$ cat config.mk
export PLATFORM = sky130hd
export DESIGN_NAME = debug_module_breakpoint_unit
export DESIGN_NICKNAME = d
export VERILOG_FILES = /design/src/hdl/dmbu_pkg.sv /design/src/hdl/dmbu_ctrl.sv /design/src/hdl/dmbu_dpath.sv /design/src/hdl/debug_module_breakpoint_unit.sv
export VERILOG_INCLUDE_DIRS = /design/src /design/src/hdl
export SDC_FILE = /design/constraint.sdc
export NUM_CORES = 1
export LEC_CHECK = 0
export BUFFER_PORTS_ARGS = -buffer_cell sky130_fd_sc_hd__buf_4
export CORE_MARGIN = 4
export CORE_UTILIZATION = 55
export DETAILED_ROUTE_END_ITERATION = 8
export GPL_TIMING_DRIVEN = 1
export PLACE_DENSITY = 0.85
export REMOVE_ABC_BUFFERS = 1
export SYNTH_ARGS = -nofsm -noshare
export SYNTH_HDL_FRONTEND = slang
export SYNTH_SLANG_ARGS = --single-unit
$ cat constraint.sdc
create_clock -name aclk -period 5.7 [get_ports aclk]
set_clock_uncertainty 0.1 [all_clocks]
set_input_delay 0.855 -clock aclk [delete_from_list [all_inputs] [get_ports aclk]]
set_output_delay 0.855 -clock aclk [all_outputs]
set_load 0.02 [all_outputs]
$ cat src/hdl/debug_module_breakpoint_unit_defines.svh
// Assertion helpers used by the top-level RTL file
`ifndef DEBUG_MODULE_BREAKPOINT_UNIT_DEFINES_SVH
`define DEBUG_MODULE_BREAKPOINT_UNIT_DEFINES_SVH

// check that a condition implies another in the same cycle
`define DMBU_ASSERT_SAME(label, clk, rstn, ante, cons, msg) \
    label: assert property (@(posedge clk) disable iff (!(rstn)) (ante) |-> (cons)) \
        else $error(msg);

// check that a condition implies another in the following cycle
`define DMBU_ASSERT_NEXT(label, clk, rstn, ante, cons, msg) \
    label: assert property (@(posedge clk) disable iff (!(rstn)) (ante) |=> (cons)) \
        else $error(msg);

`endif

$ cat src/hdl/dmbu_pkg.sv
package dmbu_pkg;

    typedef enum logic [2:0] {
        OP_HALT      = 3'd0,
        OP_RESUME    = 3'd1,
        OP_STEP      = 3'd2,
        OP_SET_BP    = 3'd3,
        OP_CLEAR_BP  = 3'd4,
        OP_CHECK_HIT = 3'd5,
        OP_ABSTRACT  = 3'd6
    } dmbu_op_t;

    typedef enum logic [1:0] {
        MODE_RUNNING  = 2'd0,
        MODE_HALTED   = 2'd1,
        MODE_STEPPING = 2'd2
    } dmbu_mode_t;

    localparam int unsigned ARG_REGNO_MSB = 7;
    localparam int unsigned ARG_WRITE_BIT = 16;
    localparam int unsigned ARG_VALUE_LSB = 24;
    localparam int unsigned ARG_VALUE_MSB = 31;

    typedef struct packed {
        logic capture;
        logic execute;
    } dmbu_cmd_t;

endpackage

$ cat src/hdl/dmbu_ctrl.sv
module dmbu_ctrl (
    input  logic                aclk,
    input  logic                aresetn,
    input  logic                s_valid,
    output logic                s_ready,
    output logic                m_valid,
    input  logic                m_ready,
    output dmbu_pkg::dmbu_cmd_t cmd
);

    typedef enum logic [1:0] {
        ST_IDLE,
        ST_EXEC,
        ST_RESP
    } state_t;

    state_t state_reg;
    state_t state_next;
    logic   m_valid_reg;
    logic   m_valid_next;
    logic   accept;

    assign s_ready     = (state_reg == ST_IDLE) || (m_valid_reg && m_ready);
    assign accept      = s_valid && s_ready;
    assign cmd.capture = accept;
    assign cmd.execute = (state_reg == ST_EXEC);
    assign m_valid     = m_valid_reg;

    always_comb begin
        state_next   = state_reg;
        m_valid_next = m_valid_reg;
        case (state_reg)
            ST_IDLE: begin
                if (accept) begin
                    state_next = ST_EXEC;
                end
            end
            ST_EXEC: begin
                state_next   = ST_RESP;
                m_valid_next = 1'b1;
            end
            ST_RESP: begin
                if (m_ready) begin
                    m_valid_next = 1'b0;
                    state_next   = accept ? ST_EXEC : ST_IDLE;
                end
            end
            default: begin
                state_next   = ST_IDLE;
                m_valid_next = 1'b0;
            end
        endcase
    end

    always_ff @(posedge aclk) begin
        if (!aresetn) begin
            state_reg   <= ST_IDLE;
            m_valid_reg <= 1'b0;
        end else begin
            state_reg   <= state_next;
            m_valid_reg <= m_valid_next;
        end
    end

endmodule

$ cat src/hdl/dmbu_dpath.sv
module dmbu_dpath #(
    parameter int unsigned SLOT_COUNT = 8,
    parameter int unsigned REG_COUNT  = 32
) (
    input  logic                aclk,
    input  logic                aresetn,
    input  dmbu_pkg::dmbu_cmd_t cmd,
    input  logic                cfg_write,
    input  logic [31:0]         cfg_data,
    input  logic [2:0]          s_operation,
    input  logic [31:0]         s_address,
    input  logic                s_is_instruction,
    input  logic [3:0]          s_slot_index,
    input  logic [31:0]         s_command,
    input  logic [31:0]         s_argument,
    output logic                m_ok,
    output logic [2:0]          m_slot_given,
    output logic [7:0]          m_read_data,
    output logic                m_read_valid,
    output logic [1:0]          m_run_state,
    output logic                m_halted_flag,
    output logic                m_resume_seen,
    output logic [31:0]         m_captured_pc
);

    localparam int unsigned CNT_W   = $clog2(SLOT_COUNT + 1);
    localparam int unsigned SLOT_AW = (SLOT_COUNT > 1) ? $clog2(SLOT_COUNT) : 1;
    localparam int unsigned REG_AW  = (REG_COUNT > 1) ? $clog2(REG_COUNT) : 1;
    localparam int unsigned CMP_W   = (CNT_W > 4) ? CNT_W : 4;

    logic [31:0]          acc_cmd_reg;
    dmbu_pkg::dmbu_op_t   op_reg;
    logic [31:0]          addr_reg;
    logic                 kind_reg;
    logic [3:0]           sidx_reg;
    logic [31:0]          command_reg;
    logic [31:0]          arg_reg;

    dmbu_pkg::dmbu_mode_t mode_reg;
    dmbu_pkg::dmbu_mode_t mode_next;
    logic                 halted_reg;
    logic                 halted_next;
    logic                 resume_reg;
    logic                 resume_next;
    logic [31:0]          pc_reg;
    logic [31:0]          pc_next;
    logic [CNT_W-1:0]     used_reg;
    logic [CNT_W-1:0]     used_next;
    logic [SLOT_COUNT-1:0] slot_en_reg;
    logic [SLOT_COUNT-1:0] slot_en_next;
    logic [SLOT_COUNT-1:0] slot_kind_reg;
    logic [31:0]          slot_addr_reg [SLOT_COUNT];

    logic                 ok_reg;
    logic                 ok_next;
    logic [2:0]           given_reg;
    logic [2:0]           given_next;
    logic                 rvalid_reg;
    logic                 rvalid_next;

    logic [7:0]           dreg_mem [REG_COUNT];
    logic [REG_COUNT-1:0] dreg_vld_reg;
    logic [7:0]           mem_rd_reg;
    logic                 mem_hit_reg;

    logic                 alloc;
    logic                 hit;
    logic                 is_access;
    logic                 regno_ok;
    logic                 reg_write;
    logic [REG_AW-1:0]    reg_idx;
    logic [SLOT_AW-1:0]   alloc_idx;
    logic [SLOT_AW-1:0]   clear_idx;

    assign is_access = (command_reg == acc_cmd_reg);
    assign regno_ok  = {1'b0, arg_reg[dmbu_pkg::ARG_REGNO_MSB:0]} < 9'(REG_COUNT);
    assign reg_idx   = arg_reg[REG_AW-1:0];
    assign alloc_idx = used_reg[SLOT_AW-1:0];
    assign clear_idx = sidx_reg[SLOT_AW-1:0];
    assign reg_write = cmd.execute && (op_reg == dmbu_pkg::OP_ABSTRACT) && is_access
                       && regno_ok && arg_reg[dmbu_pkg::ARG_WRITE_BIT];

    always_comb begin
        hit = 1'b0;
        for (int i = 0; i < SLOT_COUNT; i++) begin
            if (slot_en_reg[i] && (slot_addr_reg[i] == addr_reg)
                && (slot_kind_reg[i] == kind_reg)) begin
                hit = 1'b1;
            end
        end
    end

    always_comb begin
        mode_next    = mode_reg;
        halted_next  = halted_reg;
        resume_next  = resume_reg;
        pc_next      = pc_reg;
        used_next    = used_reg;
        slot_en_next = slot_en_reg;
        ok_next      = 1'b0;
        given_next   = 3'd0;
        rvalid_next  = 1'b0;
        alloc        = 1'b0;
        case (op_reg)
            dmbu_pkg::OP_HALT: begin
                mode_next   = dmbu_pkg::MODE_HALTED;
                halted_next = 1'b1;
                pc_next     = addr_reg;
                ok_next     = 1'b1;
            end
            dmbu_pkg::OP_RESUME: begin
                mode_next   = dmbu_pkg::MODE_RUNNING;
                halted_next = 1'b0;
                resume_next = 1'b1;
                ok_next     = 1'b1;
            end
            dmbu_pkg::OP_STEP: begin
                mode_next   = dmbu_pkg::MODE_STEPPING;
                halted_next = 1'b1;
                pc_next     = addr_reg;
                ok_next     = 1'b1;
            end
            dmbu_pkg::OP_SET_BP: begin
                if (used_reg != CNT_W'(SLOT_COUNT)) begin
                    alloc                   = 1'b1;
                    slot_en_next[alloc_idx] = 1'b1;
                    used_next               = used_reg + CNT_W'(1);
                    given_next              = 3'(used_reg);
                    ok_next                 = 1'b1;
                end
            end
            dmbu_pkg::OP_CLEAR_BP: begin
                if (CMP_W'(sidx_reg) < CMP_W'(used_reg)) begin
                    slot_en_next[clear_idx] = 1'b0;
                    ok_next                 = 1'b1;
                end
            end
            dmbu_pkg::OP_CHECK_HIT: begin
                ok_next = hit;
            end
            dmbu_pkg::OP_ABSTRACT: begin
                if (is_access) begin
                    ok_next     = 1'b1;
                    rvalid_next = regno_ok && !arg_reg[dmbu_pkg::ARG_WRITE_BIT];
                end
            end
            default: begin
                ok_next = 1'b0;
            end
        endcase
    end

    always_ff @(posedge aclk) begin
        if (!aresetn) begin
            acc_cmd_reg  <= 32'd0;
            mode_reg     <= dmbu_pkg::MODE_RUNNING;
            halted_reg   <= 1'b0;
            resume_reg   <= 1'b0;
            pc_reg       <= 32'd0;
            used_reg     <= '0;
            slot_en_reg  <= '0;
            dreg_vld_reg <= '0;
        end else begin
            if (cfg_write) begin
                acc_cmd_reg <= cfg_data;
            end
            if (cmd.execute) begin
                mode_reg    <= mode_next;
                halted_reg  <= halted_next;
                resume_reg  <= resume_next;
                pc_reg      <= pc_next;
                used_reg    <= used_next;
                slot_en_reg <= slot_en_next;
            end
            if (reg_write) begin
                dreg_vld_reg[reg_idx] <= 1'b1;
            end
        end
    end

    always_ff @(posedge aclk) begin
        if (cmd.capture) begin
            op_reg      <= dmbu_pkg::dmbu_op_t'(s_operation);
            addr_reg    <= s_address;
            kind_reg    <= s_is_instruction;
            sidx_reg    <= s_slot_index;
            command_reg <= s_command;
            arg_reg     <= s_argument;
        end
        if (cmd.execute) begin
            ok_reg      <= ok_next;
            given_reg   <= given_next;
            rvalid_reg  <= rvalid_next;
            mem_rd_reg  <= dreg_mem[reg_idx];
            mem_hit_reg <= dreg_vld_reg[reg_idx];
        end
        if (alloc && cmd.execute) begin
            slot_addr_reg[alloc_idx] <= addr_reg;
            slot_kind_reg[alloc_idx] <= kind_reg;
        end
        if (reg_write) begin
            dreg_mem[reg_idx] <= arg_reg[dmbu_pkg::ARG_VALUE_MSB:dmbu_pkg::ARG_VALUE_LSB];
        end
    end

    assign m_ok          = ok_reg;
    assign m_slot_given  = given_reg;
    assign m_read_valid  = rvalid_reg;
    assign m_read_data   = (rvalid_reg && mem_hit_reg) ? mem_rd_reg : 8'd0;
    assign m_run_state   = mode_reg;
    assign m_halted_flag = halted_reg;
    assign m_resume_seen = resume_reg;
    assign m_captured_pc = pc_reg;

endmodule

$ cat src/hdl/debug_module_breakpoint_unit.sv
// Flow: an accepted item is held in the capture register, executed in the execute
// state, and its registered result is then shown with m_valid until it is taken.
// Overlap: no item is accepted while one executes; the next item is accepted at the edge
// the current result is taken, set by the capture register ahead of the single execute state.
// Reset: aresetn is synchronous, active low; clears run state, slots, the access
// command code and the debug registers (by per-entry valid bits).
`include "debug_module_breakpoint_unit_defines.svh"

module debug_module_breakpoint_unit #(
    parameter int unsigned SLOT_COUNT = 8,
    parameter int unsigned REG_COUNT  = 32
) (
    input  logic        aclk,
    input  logic        aresetn,
    input  logic        cfg_valid,
    output logic        cfg_ready,
    input  logic [31:0] cfg_data,
    input  logic        s_valid,
    output logic        s_ready,
    input  logic [2:0]  s_operation,
    input  logic [31:0] s_address,
    input  logic        s_is_instruction,
    input  logic [3:0]  s_slot_index,
    input  logic [31:0] s_command,
    input  logic [31:0] s_argument,
    output logic        m_valid,
    input  logic        m_ready,
    output logic        m_ok,
    output logic [2:0]  m_slot_given,
    output logic [7:0]  m_read_data,
    output logic        m_read_valid,
    output logic [1:0]  m_run_state,
    output logic        m_halted_flag,
    output logic        m_resume_seen,
    output logic [31:0] m_captured_pc
);

    dmbu_pkg::dmbu_cmd_t cmd;

    assign cfg_ready = 1'b1;

    dmbu_ctrl u_ctrl (
        .aclk    (aclk),
        .aresetn (aresetn),
        .s_valid (s_valid),
        .s_ready (s_ready),
        .m_valid (m_valid),
        .m_ready (m_ready),
        .cmd     (cmd)
    );

    dmbu_dpath #(
        .SLOT_COUNT (SLOT_COUNT),
        .REG_COUNT  (REG_COUNT)
    ) u_dpath (
        .aclk             (aclk),
        .aresetn          (aresetn),
        .cmd              (cmd),
        .cfg_write        (cfg_valid && cfg_ready),
        .cfg_data         (cfg_data),
        .s_operation      (s_operation),
        .s_address        (s_address),
        .s_is_instruction (s_is_instruction),
        .s_slot_index     (s_slot_index),
        .s_command        (s_command),
        .s_argument       (s_argument),
        .m_ok             (m_ok),
        .m_slot_given     (m_slot_given),
        .m_read_data      (m_read_data),
        .m_read_valid     (m_read_valid),
        .m_run_state      (m_run_state),
        .m_halted_flag    (m_halted_flag),
        .m_resume_seen    (m_resume_seen),
        .m_captured_pc    (m_captured_pc)
    );

    `DMBU_ASSERT_SAME(a_halted_matches_mode, aclk, aresetn, m_valid,
        (m_halted_flag == (m_run_state != dmbu_pkg::MODE_RUNNING)),
        "halted flag disagrees with run state")
    `DMBU_ASSERT_SAME(a_read_implies_ok, aclk, aresetn, m_valid && m_read_valid, m_ok,
        "read valid without recognized command")
    `DMBU_ASSERT_NEXT(a_no_result_after_accept, aclk, aresetn, s_valid && s_ready, !m_valid,
        "result shown in the cycle after accept")

endmodule
* After elaboration in Yosys (flattened, before gate mapping)
Memories as Yosys holds them, arrays and structs flattened. A register that Yosys moved wholly into a read port is not among the register bits.
Index checks and enable logic that the tools add are counted.
** Storage, ports and cells
- RAM bits :: 512
- Memories :: 2
- Logic and storage cells :: 152
- Flip-flop bits (word level) :: 233
** Memory list
- u_dpath.dreg_mem :: words 32, bits a word 8, read ports 1, clocked after memory_dff 1, wr ports 1, line dmbu_dpath.sv:61 : logic [7:0] dreg_mem [REG_COUNT];
- u_dpath.slot_addr_reg :: words 8, bits a word 32, read ports 8, clocked after memory_dff 0, wr ports 1, line dmbu_dpath.sv:52 : logic [31:0] slot_addr_reg [SLOT_COUNT];
** Operators by class
- $lt $le $gt $ge :: 8
- Mux-type cells :: 38
- Bitwise logic cells :: 5
- $add $sub $neg :: 1
- Reductions and logical operators :: 47
- Equal/unequal tests :: 30
** Operators with widths (count)
- equality test 32 bit :: 9
- OR 32 bit :: 1
- logical AND 1 bit :: 28
- two-way mux 8 bit :: 3
- two-way mux 1 bit :: 22
- one-hot mux 8 bit (2 select lines) :: 1
- AND reduction 2 bit :: 8
- one-hot mux 2 bit (3 select lines) :: 2
- equality test 3 bit (second input constant) :: 3
- bitwise AND 8 bit :: 1
- bitwise mux 8 bit :: 1
- equality test 1 bit :: 8
- < comparator 3 x 4 -> 1 bit (second input constant) :: 2
- < comparator 8 x 6 -> 1 bit (second input constant) :: 1
- NOT 8 bit :: 1
- OR 8 bit :: 1
- demux 1 bit (select 3 bit) :: 2
- equality test 3 x 2 -> 1 bit (second input constant) :: 2
- >= comparator 3 x 1 -> 1 bit (second input constant) :: 2
- < comparator 5 x 6 -> 1 bit (second input constant) :: 1
- inequality test 2 x 1 -> 1 bit (second input constant) :: 3
- binary-select mux 1 bit (select 5 bit) :: 1
- demux 1 bit (select 5 bit) :: 1
- >= comparator 5 x 1 -> 1 bit (second input constant) :: 1
- 22 further kinds :: 24

* Logic depth before layout (Yosys ltp)
An unclocked memory read counts as a cell.
- Depth after elaboration :: 13
- Mapped depth :: 10
- Depth with buffers taken out :: 9

* Modules after synthesis
A second synthesis with hierarchy kept.
** Unflattened totals
- Cell total of the unflattened synthesis :: 1806
- Area, all modules :: 29181.7 µm²
** Modules (own cells, without submodules)
- dmbu_dpath :: instances 1, cells an instance 1789, area an instance 29026.6 µm²
- dmbu_ctrl :: instances 1, cells an instance 15, area an instance 143.9 µm²
- debug_module_breakpoint_unit :: instances 1, cells an instance 2, area an instance 11.3 µm²

* Least setup slack after synthesis
No wires, ideal clock.
- Path kind :: register to register
- Start point :: reg u_dpath.used_reg[0]
- End point :: mem u_dpath.slot_addr_reg[1][0], enable pin
- Data required time :: 5.136 ns
- Cell stages (with the launch flop) :: 9
- Slack :: 1.136 ns
- Data arrival time :: 3.999 ns
- Clock period less this slack :: 4.564 ns
- Library setup time :: 0.464 ns
- Cells stage by stage :: dfxtp_1 -> inv_1 -> ha_1 -> and3b_1 -> or3_1 -> clkbuf_1 -> nor2_1 -> nand2_1 -> nor3_1
** Between the ends
- Word-level cells in the longest chain between the ends :: 6
** Ends and longest elaborated chain
- start: declaration :: line dmbu_dpath.sv:47 : logic [CNT_W-1:0] used_reg;
- start signal: assignment :: line dmbu_dpath.sv:172 : used_reg <= used_next;
- inequality test 4 bit :: line dmbu_dpath.sv:124 : if (used_reg != CNT_W'(SLOT_COUNT)) begin
- two-way mux 1 bit :: line dmbu_dpath.sv:124
- two-way mux 1 bit :: line dmbu_dpath.sv:104 : case (op_reg)
- logical AND 1 bit :: line dmbu_dpath.sv:197 : if (alloc && cmd.execute) begin
- two-way mux 1 bit :: line dmbu_dpath.sv:197
- two-way mux 1 bit (implied by the code) :: line dmbu_dpath.sv:198 : slot_addr_reg[alloc_idx] <= addr_reg;
- end: declaration :: line dmbu_dpath.sv:52
Parallel ways exist; a longest one is shown, timed or not.

* Worst setup path after layout
- Start point :: reg u_dpath.command_reg[22]
- End point :: mem u_dpath.dreg_mem[15][7], enable pin
** Between the ends
- Word-level cells in the longest chain between the ends :: 6
** Ends and longest elaborated chain
- start: declaration :: line dmbu_dpath.sv:36 : logic [31:0] command_reg;
- start signal: assignment :: line dmbu_dpath.sv:187 : command_reg <= s_command;
- equality test 32 bit :: line dmbu_dpath.sv:75 : assign is_access = (command_reg == acc_cmd_reg);
- logical AND 1 bit :: line dmbu_dpath.sv:80 : assign reg_write = cmd.execute && (op_reg == dmbu_pkg::OP_ABSTRACT) && is_access
- logical AND 1 bit (2 in a row) :: line dmbu_dpath.sv:81 : && regno_ok && arg_reg[dmbu_pkg::ARG_WRITE_BIT];
- two-way mux 1 bit :: line dmbu_dpath.sv:201 : if (reg_write) begin
- two-way mux 1 bit (implied by the code) :: line dmbu_dpath.sv:202 : dreg_mem[reg_idx] <= arg_reg[dmbu_pkg::ARG_VALUE_MSB:dmbu_pkg::ARG_VALUE_LSB];
- end: declaration :: line dmbu_dpath.sv:61
Every way passes these cells.

==> flow_summary.ini <==
[status]
status = completed

[grt]
grt.busiest_layer = met2
grt_max_degree = 68
grtUsageMet3 = 0.0532
grtUsageMet2 = 0.383
gr-total-overflow = 0
grt_usage = 0.238
grt_pass1_wl_um = 102000
antenna_found_initial = 1
first_global_vias = 17100
met1_usage = 0.320

[sta]
period_share = 0.611
max_freq_mhz = 287
timing.setup.tns_ns = 0
setup_violations = 0
hold_viol = 0
slew_headroom = 0.0824
rsz0062_at_grt = no
post-route-worst-setup-slack_ns = 2.22
slew_violations = 0
worst_pin_slew_ns = 1.38
min_period_ns = 3.48

[synth]
muxShareOfSynthArea = 0.0673
synth_top_family_by_area = XOR/XNOR gates
synth_compound_area_frac = 0.0336
syn_avg_cell_area_um2 = 16.7
syn_inst = 1730
synth_area_leaders = edfxtp_1 (65%), dfxtp_1 (8.0%), xor2_1 (5.9%), mux4_2 (5.6%), xnor2_1 (3.1%)
synth_xor_area_frac = 0.0896
ys_seq_area_frac = 0.729
ys_types = 56
synth_common_cells = edfxtp_1 (623), xor2_1 (194), dfxtp_1 (115)
synth_top_area_frac = 0.649
ys_warn_count = 0
netlist.top_cell.by_area = edfxtp_1
yosys.area_share.simple = 0.0621
yosys_most_used_dff = edfxtp_1
synth_edf_count = 623
synthAdderAreaFrac = 0.00217
ys_async_sr_fraction = 0
yosysMostFrequentCell = edfxtp_1
synth_seq_cells = 738
syn_area_um2 = 28800

[routing]
dr.pass1.iters = 5
drc_errors = 0
wl_um = 67500
dr_total_vias = 16200
ant_nets = 0
wl_per_cell_um = 25.2
vias_per_cell = 6.07
drt_iter0_drc = 1711

[layout]
finalNetCount = 2084
area_growth_pct = 16.0
finalNonFillerCells = 2676
nFillCells = 3348
num_antenna_cells = 0
final_layout_size_suffix_gt1_frac = 0.218

[worst_hold_path]
worstHoldPathType = primary input to flip-flop
hold_start = s_address[9]
hold_depth = 1
hold_end = u_dpath.addr_reg[9]

[cts]
cts-resized-gates = 0
cts_max_level = 3
cts_sinks = 738
post_cts_buffers = 0
insertion_delay_ns = 0.61
cts-root-buf = clkbuf_16
cts-hold-fix-buffers = 0
numCtsBuffers = 73
path_clk_slew_ns = 0.06
clk_path_buf_depth = 3
cts_tree = built

[placed_design]
dp_hpwl_um = 40700
place_inst = 2542
gp_congestion = 0.867
place_ws_ns = 2.14
io_buffers = 176

[floorplan]
rows = 83
io_pins = 193
die-area_um2 = 56200
start_util = 0.559
die_h_um = 237
core-area_um2 = 51600
die_x_um = 237

[worst_setup_path]
cp_slowest_cell = nor3_1
start_kind = flip-flop
r2r_start = u_dpath.command_reg[22]
ff2ff_setup_slack_ns = 2.22
arrival_ns = 3.59
worstRegToRegCells = 7
r2r-end = u_dpath.dreg_mem[15][7]
crit_fanout = 32
crit_chain = xor2_1, nor4_1, nand4_1, nor3_2, nand4_2, buf_4, nor3_1
path_class = flip-flop to flip-flop
end_kind = flip-flop
required_ns = 5.81
slowest_delay_ns = 1.11

[power_and_ir_drop]
vdd_ir_drop_max_mv = 0.368
power_density_nw_per_um2 = 344
total_leakage_power_uw = 0.0114

[run]
drv_cap = 0
kinds of logic after synthesis:
family,count (synthesis)
xor+xnor,295
fa+ha+maj,5
flops,738
other cells,1
simple gates,341
buf+inv,103
mux,104
compound gates,143
final cells by class:
| class | count | area, um2 | area share |
|---|---|---|---|
| Clock inverter | 42 | 429 | 0.0128 |
| Tap cell | 680 | 851 | 0.0254 |
| Multi-Input combinational cell | 889 | 7420 | 0.222 |
| Inverter | 11 | 41.3 | 0.00123 |
| Clock buffer | 91 | 2010 | 0.0601 |
| Sequential cell | 738 | 21000 | 0.628 |
| Timing Repair Buffer | 225 | 1700 | 0.0509 |
per-layer routing:
layer  wire length, um  up-vias  part of all wire
met5                 0        -                 0
met4              2520        0             0.037
met3              6390      180             0.095
met2             32700      933              0.48
met1             26000     8148              0.38
li1                  -     6988                 -
stage by stage:
stage           util  hold WS, ns  total power (uW)  cell area, um2
3_5_place_dp   0.601        0.349              6780           31000
3_3_place_gp   0.601        0.341              6750           31000
6_report       0.648        0.319             11500           33500
2_1_floorplan      -        0.335              6480           28400
4_1_cts        0.648        0.294             11600           33400
5_1_grt        0.648        0.297             11800           33500
worst max path at each step:
stage	startpoint	end	slack, ns	cells after the start
detailed placement	u_dpath.command_reg[22]	u_dpath.dreg_mem[14][4]	2.14	7
finish	u_dpath.command_reg[22]	u_dpath.dreg_mem[15][7]	2.22	7
CTS	u_dpath.command_reg[22]	u_dpath.dreg_mem[14][1]	2.13	7
global route	u_dpath.addr_reg[4]	u_dpath.m_ok	1.96	8
global placement	u_dpath.command_reg[22]	u_dpath.dreg_mem[14][0]	2.23	7
floorplan	u_dpath.arg_reg[0]	u_dpath.dreg_mem[11][0]	0.73	2
layout by cell type, fill, tap and decap left out, drive strengths merged, types with 5 or more instances in the layout:
cell type and count:
nand3 14, a31oi 5, clkbuf 92, mux2i 32
dfxtp 115, inv 14, xnor2 101, nand4 42
nor2 59, mux4 72, xor2 194, a21oi 39
buf 224, ha 5, clkinv 32, bufinv 7
edfxtp 623, nor3 47, and3 10, o21ai 8
nand2 87, a22oi 36, nor4 55, a211oi 6
o21a 32
worst max-delay path, delay by kind of cell, from the launching register on:
kind / cells / cell delay, ns
XOR/XNOR: 1 / 0.15
buffers and inverters: 1 / 0.28
flip-flops: 1 / 0.38
AND/OR/NAND/NOR: 5 / 2.17
report_power, final:
part           leakage, uW  switching, uW  internal, uW
combinational      0.00357            322           249
sequential         0.00659            160          5950
clock              0.00120           2000          2840
Note: power is estimated with default switching activity, not from simulation.
